==> src/rtl/xte_pkg.sv <==
`timescale 1ns / 1ps

package xte_pkg;

    localparam int QUEUE_DEPTH = 4;
    localparam int RUN_W       = 3;

    localparam logic [7:0] CH_TAB   = 8'h09;
    localparam logic [7:0] CH_LF    = 8'h0A;
    localparam logic [7:0] CH_SPACE = 8'h20;
    localparam logic [7:0] CH_QUOT  = 8'h22;
    localparam logic [7:0] CH_HASH  = 8'h23;
    localparam logic [7:0] CH_AMP   = 8'h26;
    localparam logic [7:0] CH_APOS  = 8'h27;
    localparam logic [7:0] CH_SEMI  = 8'h3B;
    localparam logic [7:0] CH_LT    = 8'h3C;
    localparam logic [7:0] CH_GT    = 8'h3E;
    localparam logic [7:0] CH_X     = 8'h78;
    localparam logic [7:0] CH_TILDE = 8'h7E;
    localparam logic [7:0] CH_ZERO  = 8'h30;
    localparam logic [7:0] CH_A_M10 = 8'h57;

    localparam logic [RUN_W-1:0] LEN_PASS     = 3'd1;
    localparam logic [RUN_W-1:0] LEN_HEX_ONE  = 3'd5;
    localparam logic [RUN_W-1:0] LEN_HEX_TWO  = 3'd6;
    localparam logic [RUN_W-1:0] LEN_QUOT     = 3'd6;
    localparam logic [RUN_W-1:0] LEN_AMP      = 3'd5;
    localparam logic [RUN_W-1:0] LEN_APOS     = 3'd6;
    localparam logic [RUN_W-1:0] LEN_LT       = 3'd4;
    localparam logic [RUN_W-1:0] LEN_GT       = 3'd4;

    localparam logic [0:5][7:0] ENT_QUOT_S = "&quot;";
    localparam logic [0:5][7:0] ENT_AMP_S  = {"&amp;", 8'h00};
    localparam logic [0:5][7:0] ENT_APOS_S = "&apos;";
    localparam logic [0:5][7:0] ENT_LT_S   = {"&lt;", 16'h0000};
    localparam logic [0:5][7:0] ENT_GT_S   = {"&gt;", 16'h0000};

    typedef enum logic [1:0] {
        KIND_PASS = 2'd0,
        KIND_ENT  = 2'd1,
        KIND_HEX  = 2'd2
    } t_kind;

    typedef enum logic [2:0] {
        ENT_QUOT = 3'd0,
        ENT_AMP  = 3'd1,
        ENT_APOS = 3'd2,
        ENT_LT   = 3'd3,
        ENT_GT   = 3'd4
    } t_ent;

    typedef struct packed {
        logic [7:0] in_char;
        logic       in_last;
    } t_in_beat;

    typedef struct packed {
        logic [7:0] out_char;
        logic       run_last;
        logic       string_end;
    } t_out_beat;

    typedef struct packed {
        t_kind            kind;
        t_ent             ent;
        logic [7:0]       value;
        logic [RUN_W-1:0] len;
        logic             last;
    } t_desc;

    function automatic t_desc classify(input t_in_beat beat);
        t_desc d;
        d.kind  = KIND_PASS;
        d.ent   = ENT_QUOT;
        d.value = beat.in_char;
        d.len   = LEN_PASS;
        d.last  = beat.in_last;
        unique case (beat.in_char)
            CH_QUOT: begin
                d.kind = KIND_ENT;
                d.ent  = ENT_QUOT;
                d.len  = LEN_QUOT;
            end
            CH_AMP: begin
                d.kind = KIND_ENT;
                d.ent  = ENT_AMP;
                d.len  = LEN_AMP;
            end
            CH_APOS: begin
                d.kind = KIND_ENT;
                d.ent  = ENT_APOS;
                d.len  = LEN_APOS;
            end
            CH_LT: begin
                d.kind = KIND_ENT;
                d.ent  = ENT_LT;
                d.len  = LEN_LT;
            end
            CH_GT: begin
                d.kind = KIND_ENT;
                d.ent  = ENT_GT;
                d.len  = LEN_GT;
            end
            default: begin
                if (!(beat.in_char == CH_TAB || beat.in_char == CH_LF ||
                      (beat.in_char >= CH_SPACE && beat.in_char <= CH_TILDE))) begin
                    d.kind = KIND_HEX;
                    d.len  = (beat.in_char[7:4] != 4'h0) ? LEN_HEX_TWO : LEN_HEX_ONE;
                end
            end
        endcase
        return d;
    endfunction

    function automatic logic [7:0] hex_digit(input logic [3:0] nib);
        return (nib < 4'd10) ? (CH_ZERO + {4'h0, nib}) : (CH_A_M10 + {4'h0, nib});
    endfunction

    function automatic logic [7:0] ent_char(input t_ent ent, input logic [RUN_W-1:0] idx);
        logic [0:5][7:0] row;
        unique case (ent)
            ENT_QUOT: row = ENT_QUOT_S;
            ENT_AMP:  row = ENT_AMP_S;
            ENT_APOS: row = ENT_APOS_S;
            ENT_LT:   row = ENT_LT_S;
            ENT_GT:   row = ENT_GT_S;
            default:  row = ENT_QUOT_S;
        endcase
        return (idx > 3'd5) ? CH_SEMI : row[idx];
    endfunction

    function automatic logic [7:0] char_at(input t_desc d, input logic [RUN_W-1:0] idx);
        logic [7:0] c;
        c = d.value;
        unique case (d.kind)
            KIND_PASS: c = d.value;
            KIND_ENT:  c = ent_char(d.ent, idx);
            KIND_HEX: begin
                unique case (idx)
                    3'd0: c = CH_AMP;
                    3'd1: c = CH_HASH;
                    3'd2: c = CH_X;
                    3'd3: c = (d.len == LEN_HEX_TWO) ? hex_digit(d.value[7:4])
                                                     : hex_digit(d.value[3:0]);
                    3'd4: c = (d.len == LEN_HEX_TWO) ? hex_digit(d.value[3:0]) : CH_SEMI;
                    default: c = CH_SEMI;
                endcase
            end
            default: c = d.value;
        endcase
        return c;
    endfunction

endpackage

==> src/rtl/xte_front.sv <==
`timescale 1ns / 1ps

module xte_front (
    input  logic              i_clk,
    input  logic              i_rst_n,
    input  logic              i_valid,
    output logic              o_ready,
    input  xte_pkg::t_in_beat i_data,
    input  logic              i_q_full,
    output logic              o_push,
    output xte_pkg::t_desc    o_desc
);

    logic           r_valid;
    xte_pkg::t_desc r_desc;
    logic           load;

    assign o_ready = !r_valid || !i_q_full;
    assign load    = i_valid && o_ready;
    assign o_push  = r_valid && !i_q_full;
    assign o_desc  = r_desc;

    always_ff @(posedge i_clk) begin
        if (!i_rst_n) begin
            r_valid <= 1'b0;
        end else if (o_ready) begin
            r_valid <= i_valid;
        end
    end

    always_ff @(posedge i_clk) begin
        if (load) begin
            r_desc <= xte_pkg::classify(i_data);
        end
    end

endmodule

==> src/rtl/xte_queue.sv <==
`timescale 1ns / 1ps

module xte_queue #(
    parameter int DEPTH = xte_pkg::QUEUE_DEPTH
) (
    input  logic           i_clk,
    input  logic           i_rst_n,
    input  logic           i_push,
    input  xte_pkg::t_desc i_desc,
    output logic           o_full,
    input  logic           i_pop,
    output logic           o_head_valid,
    output xte_pkg::t_desc o_head
);

    localparam int PTR_W = $clog2(DEPTH);
    localparam int CNT_W = $clog2(DEPTH + 1);

    xte_pkg::t_desc   r_mem [DEPTH];
    logic [PTR_W-1:0] r_wr_ptr;
    logic [PTR_W-1:0] r_rd_ptr;
    logic [CNT_W-1:0] r_count;
    logic [CNT_W-1:0] n_count;

    assign o_full       = (r_count == CNT_W'(DEPTH));
    assign o_head_valid = (r_count != '0);
    assign o_head       = r_mem[r_rd_ptr];

    always_comb begin
        n_count = r_count;
        if (i_push && !i_pop) begin
            n_count = r_count + 1'b1;
        end else if (!i_push && i_pop) begin
            n_count = r_count - 1'b1;
        end
    end

    always_ff @(posedge i_clk) begin
        if (!i_rst_n) begin
            r_wr_ptr <= '0;
            r_rd_ptr <= '0;
            r_count  <= '0;
        end else begin
            r_count <= n_count;
            if (i_push) begin
                r_wr_ptr <= (r_wr_ptr == PTR_W'(DEPTH - 1)) ? '0 : r_wr_ptr + 1'b1;
            end
            if (i_pop) begin
                r_rd_ptr <= (r_rd_ptr == PTR_W'(DEPTH - 1)) ? '0 : r_rd_ptr + 1'b1;
            end
        end
    end

    always_ff @(posedge i_clk) begin
        if (i_push) begin
            r_mem[r_wr_ptr] <= i_desc;
        end
    end

endmodule

==> src/rtl/xte_back.sv <==
`timescale 1ns / 1ps

module xte_back (
    input  logic               i_clk,
    input  logic               i_rst_n,
    input  logic               i_head_valid,
    input  xte_pkg::t_desc     i_head,
    output logic               o_pop,
    output logic               o_valid,
    input  logic               i_ready,
    output xte_pkg::t_out_beat o_data
);

    logic                      r_out_valid;
    xte_pkg::t_out_beat        r_out;
    logic [xte_pkg::RUN_W-1:0] r_idx;
    logic                      load;
    logic                      take;
    logic                      run_end;

    assign load    = !r_out_valid || i_ready;
    assign take    = load && i_head_valid;
    assign run_end = (r_idx == i_head.len - 1'b1);
    assign o_pop   = take && run_end;
    assign o_valid = r_out_valid;
    assign o_data  = r_out;

    always_ff @(posedge i_clk) begin
        if (!i_rst_n) begin
            r_out_valid <= 1'b0;
            r_idx       <= '0;
        end else begin
            if (load) begin
                r_out_valid <= i_head_valid;
            end
            if (take) begin
                r_idx <= run_end ? '0 : r_idx + 1'b1;
            end
        end
    end

    always_ff @(posedge i_clk) begin
        if (take) begin
            r_out.out_char   <= xte_pkg::char_at(i_head, r_idx);
            r_out.run_last   <= run_end;
            r_out.string_end <= run_end && i_head.last;
        end
    end

endmodule

==> src/rtl/xml_text_escaper_core.sv <==
`timescale 1ns / 1ps
// XML text escaper core.
// The input channel (i_valid, o_ready, i_data) takes one byte of a string per beat,
// with in_last marking the final byte. The output channel (o_valid, i_ready, o_data)
// gives one character of the escaped text per beat, with run_last on the last
// character produced for a byte and string_end on the last character of the string.
// A front stage registers and classifies each byte, a descriptor queue of
// QUEUE_DEPTH entries holds the classified bytes, and the back end emits one
// character per cycle from the queue head into an output register while the
// receiver takes them. A byte passes the front register, the queue and the output
// register in turn. Plain bytes flow at one per cycle unless the receiver stalls.
// An escaped byte gives four to six characters, set by its entity or character
// reference; the queue keeps taking bytes meanwhile until it and the front stage
// are full. When the receiver stalls, the output beat holds and the queue fills,
// and then o_ready falls. Reset empties every stage; nothing else is cleared.
module xml_text_escaper_core #(
    parameter int QUEUE_DEPTH = xte_pkg::QUEUE_DEPTH
) (
    input  logic               i_clk,
    input  logic               i_rst_n,
    input  logic               i_valid,
    output logic               o_ready,
    input  xte_pkg::t_in_beat  i_data,
    output logic               o_valid,
    input  logic               i_ready,
    output xte_pkg::t_out_beat o_data
);

    logic           q_full;
    logic           q_push;
    logic           q_pop;
    logic           q_head_valid;
    xte_pkg::t_desc q_in;
    xte_pkg::t_desc q_head;

    xte_front u_front (
        .i_clk    (i_clk),
        .i_rst_n  (i_rst_n),
        .i_valid  (i_valid),
        .o_ready  (o_ready),
        .i_data   (i_data),
        .i_q_full (q_full),
        .o_push   (q_push),
        .o_desc   (q_in)
    );

    xte_queue #(
        .DEPTH (QUEUE_DEPTH)
    ) u_queue (
        .i_clk        (i_clk),
        .i_rst_n      (i_rst_n),
        .i_push       (q_push),
        .i_desc       (q_in),
        .o_full       (q_full),
        .i_pop        (q_pop),
        .o_head_valid (q_head_valid),
        .o_head       (q_head)
    );

    xte_back u_back (
        .i_clk        (i_clk),
        .i_rst_n      (i_rst_n),
        .i_head_valid (q_head_valid),
        .i_head       (q_head),
        .o_pop        (q_pop),
        .o_valid      (o_valid),
        .i_ready      (i_ready),
        .o_data       (o_data)
    );

endmodule

==> config.mk <==
export PLATFORM = sky130hd
export DESIGN_NAME = xml_text_escaper_core
export DESIGN_NICKNAME = d
export VERILOG_FILES = /design/src/rtl/xte_pkg.sv /design/src/rtl/xte_front.sv /design/src/rtl/xte_queue.sv /design/src/rtl/xte_back.sv /design/src/rtl/xml_text_escaper_core.sv
export SDC_FILE = /design/constraint.sdc
export NUM_CORES = 1
export LEC_CHECK = 0
export ABC_CLOCK_PERIOD_IN_PS = 3600
export BUFFER_PORTS_ARGS = -buffer_cell sky130_fd_sc_hd__buf_2
export CAP_MARGIN = 25
export CORE_UTILIZATION = 54
export DETAILED_ROUTE_END_ITERATION = 7
export GPL_ROUTABILITY_DRIVEN = 0
export MAX_ROUTING_LAYER = met4
export PLACE_DENSITY = 0.68
export SLEW_MARGIN = 15
export SYNTH_ARGS = -nofsm -noshare
export SYNTH_HDL_FRONTEND = slang
export SYNTH_HIERARCHICAL = 1
export SYNTH_SLANG_ARGS = --single-unit
==> constraint.sdc <==
create_clock -name i_clk -period 3.6 [get_ports i_clk]
set_clock_uncertainty 0.2 [all_clocks]
set_input_delay 0.54 -clock i_clk [delete_from_list [all_inputs] [get_ports i_clk]]
set_output_delay 0.54 -clock i_clk [all_outputs]
set_load 0.01 [all_outputs]
=== Yosys cells after proc, flatten, opt, wreduce, memory -nomap -nowiden ===
Memories as Yosys holds them, arrays and structs flattened. A register that Yosys moved wholly into a read port is not among the register bits.
Cells that the tools add are included.

* Flip-flop bits (word level): 39
* Bits in writable memories: 68
* Input port bits: 13
* Output and inout bits: 12
* Logic and storage cells: 105
* Memories kept: 1

{| class="wikitable"
|+ Memory list
! memory !! depth !! width !! read ports !! clocked after Yosys merged registers in !! write ports !! line !! RTL
|-
| u_queue.r_mem || 4 || 17 || 1 || 1 || 1 || xte_queue.sv:19 || <nowiki>xte_pkg::t_desc r_mem [DEPTH];</nowiki>
|}

* Add/sub/neg operators: 10
* Magnitude comparators: 6
* Equality and inequality tests: 22
* Muxes and demuxes: 27
* Bitwise logic cells: 1
* Reduce and logical (&&, ||, !) cells: 24

{| class="wikitable"
|+ Operator list
! kind !! count
|-
| case mux 37 bit (4 select lines) || 1
|-
| 2-to-1 mux 48 bit || 2
|-
| 2-to-1 mux 8 bit || 7
|-
| == test 8 x 6 -> 1 bit, second input constant || 5
|-
| case mux 8 bit (5 select lines) || 1
|-
| binary-select mux 8 bit (select 3 bit) || 1
|-
| adder 7 x 4 -> 8 bit, first input constant || 2
|-
| == test 8 x 4 -> 1 bit, second input constant || 2
|-
| case mux 8 bit (2 select lines) || 1
|-
| adder 6 x 4 -> 7 bit, first input constant || 2
|-
| == test 3 x 2 -> 1 bit, second input constant || 4
|-
| == test 3 bit, second input constant || 4
|-
| 2-to-1 mux 2 bit || 6
|-
| 2-to-1 mux 3 bit || 4
|-
| case mux 3 bit (4 select lines) || 1
|-
| case mux 3 bit (3 select lines) || 1
|-
| >= comparator 8 x 6 -> 1 bit, second input constant || 1
|-
| less-or-equal comparator 8 x 7 -> 1 bit, second input constant || 1
|-
| logical AND 1 bit || 8
|-
| less-than comparator 4 bit, second input constant || 2
|-
| adder 3 x 1 -> 3 bit, second input constant || 2
|-
| == test 2 bit, second input constant || 3
|-
| == test 3 x 1 -> 1 bit, second input constant || 2
|-
| subtractor 3 x 1 -> 3 bit, second input constant || 2
|-
| 15 further kinds || 25
|}

=== Depth between registers and ports, before layout ===
* Depth after elaboration: 9
* Depth in mapped cells: 15
* Mapped depth without buffers: 13

=== Cells and area by module ===
Netlist, hierarchy kept.

{| class="wikitable"
|+ Modules (own cells, without submodules)
! module !! instances !! cells an instance !! area each (um^2) !! sequential area each (um^2)
|-
| xte_queue || 1 || 133 || 2951.6 || 2222.1
|-
| xte_back || 1 || 210 || 1646.6 || 380.4
|-
| xte_front || 1 || 49 || 733.2 || 530.5
|}

=== Worst setup path before layout ===
OpenSTA, ideal clock, no wires.

* Path type: register to register
* From: reg (tool-made name)
* To: reg u_queue.r_count[2]
* Library setup time: 76 ps
* Arrival time: 3056 ps
* Data required time: 3324 ps
* Setup slack: 268 ps
* Cell stages (with the launch flop): 15
* Path buffers: 2
* Clock period less this slack: 3332 ps
* Cells stage by stage: dfxtp_1 -> buf_6 -> buf_12 -> mux4_2 -> inv_1 -> ha_1 -> xnor2_1 -> nor4_1 -> inv_1 -> ha_1 -> inv_1 -> fa_1 -> xor2_1 -> or3_1 -> a21boi_0

{| class="wikitable"
|+ RTL lines
! element !! line !! RTL
|-
| end signal: assignment || xte_queue.sv:44 || <nowiki>r_count <= n_count;</nowiki>
|-
| end: declaration || xte_queue.sv:22 || <nowiki>logic [CNT_W-1:0] r_count;</nowiki>
|}

==> reports/metrics.cfg <==
[status]
status = complete, no violations

[layout]
final_nets = 447
fillers = 735
seqCellArea_um2 = 3130
num_antenna_cells = 0
multi_input_area_um2 = 1970
area_delta_synth_final_pct = 6.99
drive_gt1_share_pct = 16.6

[sta]
fin_crit_ps = 3310
period_share_pct = 91.9
worstMarginPinSlew_ps = 909
hold_violations = 0
max_freq_mhz = 302
finalSetupViolations = 0
rsz0062_at_grt = no
setup_tns_ps = 0
finalMaxSlewViolations = 0
hold_ws_ps = 151
relSlewSlack_pct = 39.4

[clock_tree]
cts.sink_count = 109
cts_buffer_depth = 2
htreeDepth = 3
cts.clk_slew.worst_paths_ps = 100
cts_made_buffers = 9
clk_latency_ps = 360
cts_tree = built
clockRootBuffer = clkbuf_8

[floorplanning]
num_io_pins = 25
start_util_pct = 56.6
die_w_um = 101
rows = 35
die_y_um = 101
die-area_um2 = 10300
core_um2 = 9420

[drt]
post-route-drc-count = 0
wl_met1_um = 4140
first_iter_violations = 179
firstDrtPassIters = 5
wl_per_cell_um = 16.9
vias_per_cell = 5.85
wirelength_um = 9300
vias = 3216
final_antenna_net_count = 0
wl_met3_um = 430
top_layer_used = met4
dr_wl_met2_um = 4520

[worst_setup_path]
path_cells = buf_4, mux4_2, xnor2_1, xnor2_1, nor4_1, inv_1, ha_1, inv_1, fa_1, xor2_1, or3_1, a21boi_0
cp-end-kind = flip-flop
max_stage_delay_ps = 560
r2r_end = u_queue/r_count[2]$_SDFFE_PN0P_
r2r_cells = 12
arrival_ps = 3390
worstSetupStartpointType = flip-flop
cp_slowest_cell = mux4_2
critPathRequiredTime_ps = 3680
path_class = flip-flop to flip-flop
cp_max_fo = 7
reg2reg_slack_ps = 290

[synth]
ys_seq_area_share_pct = 58.8
synth_cell_type_count = 70
netlist_area_um2 = 5330
ys_warn_count = 6
async_flop_share_pct = 0
yosysTopAreaCell = edfxtp_1
ys_ff_latch = 109
synthCells = 392
yosys-top-cells-area = edfxtp_1 54%, dfxtp_1 5.3%, mux4_2 4.2%
synth_edf_count = 95
synth_flop_cell = edfxtp_1
syn_nets = 423
avgSynthCellArea_um2 = 13.6
yosysTopAreaCellShare_pct = 53.5

[hold_path]
min_from = i_data[0]
whs_endpoint = u_front/o_desc[0]$_DFFE_PP_
hold_path_depth = 1
min_path_type = input pin to flip-flop

[global_routing]
antenna_found_initial = 0
grt_pass1_vias = 3041
grt_overflow = 0
grt_pass1_wl_um = 15200
grt_max_degree = 21
grt_usage_pct = 20.4

[pwr]
p_per_area_nw_per_um2 = 604
ir_drop_mv = 0.212
cellLeakagePower_uw = 0.00200

[placed_design]
port-buffer-count = 24
dp_hpwl_um = 6540

[run]
drv_cap = 0

-- cell usage after synthesis (2+ instances only) --
cell type / count
a211o_1: 3
a211oi_1: 2
a21boi_0: 4
a21o_1: 3
a21oi_1: 22
a221oi_1: 2
a22oi_1: 2
a31oi_1: 4
a41o_1: 2
and2_1: 11
and2_2: 2
and4b_1: 2
buf_2: 8
buf_4: 2
buf_6: 5
dfxtp_1: 14
edfxtp_1: 95
ha_1: 17
inv_1: 19
inv_2: 2
mux2i_1: 7
mux4_1: 7
mux4_2: 10
nand2_1: 13
nand2b_1: 6
nand3_1: 10
nor2_1: 22
nor2b_1: 12
nor3b_1: 2
nor4_1: 3
o21ai_0: 20
o21ai_1: 2
o22ai_1: 6
o31ai_1: 2
or2_1: 2
or3_1: 6
xnor2_1: 7
xor2_1: 2
-- metal layers --
metal | track usage [%] | vias to the layer above
met5 | - | -
met3 | 3.45 | 17
met2 | 32.8 | 104
met4 | 8.36 | 0
met1 | 26.0 | 1535
li1 | - | 1560
-- kinds of logic after synthesis --
family                     Yosys count  synth area share [%]
muxes                               24                  8.99
xor gates and xnor gates             9                  1.48
adders and majority gates           18                  4.37
buffers and inverters               40                  4.34
AOI/OAI and AO/OA                   93                  11.7
DFF                                109                  58.8
and+or+nand+nor                     99                  10.3
-- cells in the final DEF (no fill, tap or decap), types with 3 or more instances in the layout --
| master | Yosys | routed |
|---|---|---|
| o22ai_1 | 6 | 6 |
| buf_2 | 8 | 24 |
| nand2b_1 | 6 | 6 |
| nand2_1 | 13 | 13 |
| inv_1 | 19 | 19 |
| nor2_1 | 22 | 22 |
| buf_4 | 2 | 7 |
| clkbuf_8 | 1 | 9 |
| a21oi_1 | 22 | 22 |
| xnor2_1 | 7 | 7 |
| ha_1 | 17 | 17 |
| dfxtp_1 | 14 | 13 |
| or3_1 | 6 | 6 |
| a21o_1 | 3 | 3 |
| nand3_1 | 10 | 10 |
| mux2i_1 | 7 | 7 |
| a211o_1 | 3 | 3 |
| a21boi_0 | 4 | 4 |
| mux4_2 | 10 | 10 |
| and2_1 | 11 | 11 |
| edfxtp_1 | 95 | 95 |
| o21ai_0 | 20 | 20 |
| mux4_1 | 7 | 7 |
| nor4_1 | 3 | 3 |
| a31oi_1 | 4 | 4 |
| nor2b_1 | 12 | 12 |
-- per-stage QoR --
step	power (uW)	instances	worst slack, ps	cell area [um2]	utilization (%)
after floorplan	2540	392	268	5330	-
after global placement	2760	534	334	5520	58.6
after detailed placement	2790	534	198	5520	58.6
after CTS	3460	550	158	5700	60.6
after global routing	3650	550	14.6	5700	60.6
final	3440	550	291	5700	60.6
-- registers in the layout, summed over array words and instances, names as in the netlist, named ones only --
register          count
u_back/o_data        10
u_back/o_valid        1
u_back/r_idx          3
u_front/o_desc       17
u_front/r_valid       1
u_queue/r_count       3
u_queue/r_mem        68
u_queue/r_rd_ptr      2
u_queue/r_wr_ptr      2
-- timing repair --
item,CTS,global route
endpoints found under the setup margin,0,1
buffers inserted,0,0
hold buffers,0,0
endpoints found under the hold margin,0,0
resized for setup,0,1
-- worst max-delay path, delay by kind of cell (launching register included) --
kind / cells / cell delay (ps)
mux: 1 / 560
xor+xnor: 3 / 550
fa+ha+maj: 2 / 550
flops: 1 / 420
simple gates: 2 / 400
buf+inv: 3 / 360
compound gates: 1 / 200
-- where the power goes --
part           total (uW)  internal (uW)  switching, uW  leakage [uW]
logic                1110            444            663      0.000905
clock network         679            262            416     0.0000939
registers            1660           1580           77.6      0.000998
total                3440           2290           1160       0.00200
-- area by class of cell --
class	instances	area share, %
repair buffers	31	3.03
flip-flops and latches	109	54.9
inverters	22	1.45
multi-input cells	243	34.5
well taps	129	2.83
clock inverters	7	1.10
clock buffers	9	2.17
-- worst max path at each step --
stage / startpoint / to / slack [ps]
2_1_floorplan: flip-flop / u_queue/r_count[2]$_SDFFE_PN0P_ / 270
3_3_place_gp: flip-flop / u_queue/r_count[2]$_SDFFE_PN0P_ / 330
3_5_place_dp: flip-flop / u_queue/r_count[2]$_SDFFE_PN0P_ / 200
4_1_cts: flip-flop / u_queue/r_count[2]$_SDFFE_PN0P_ / 160
5_1_grt: flip-flop / u_queue/r_count[2]$_SDFFE_PN0P_ / 10
6_report: flip-flop / u_queue/r_count[2]$_SDFFE_PN0P_ / 290
(Power assumes the default switching activity.)
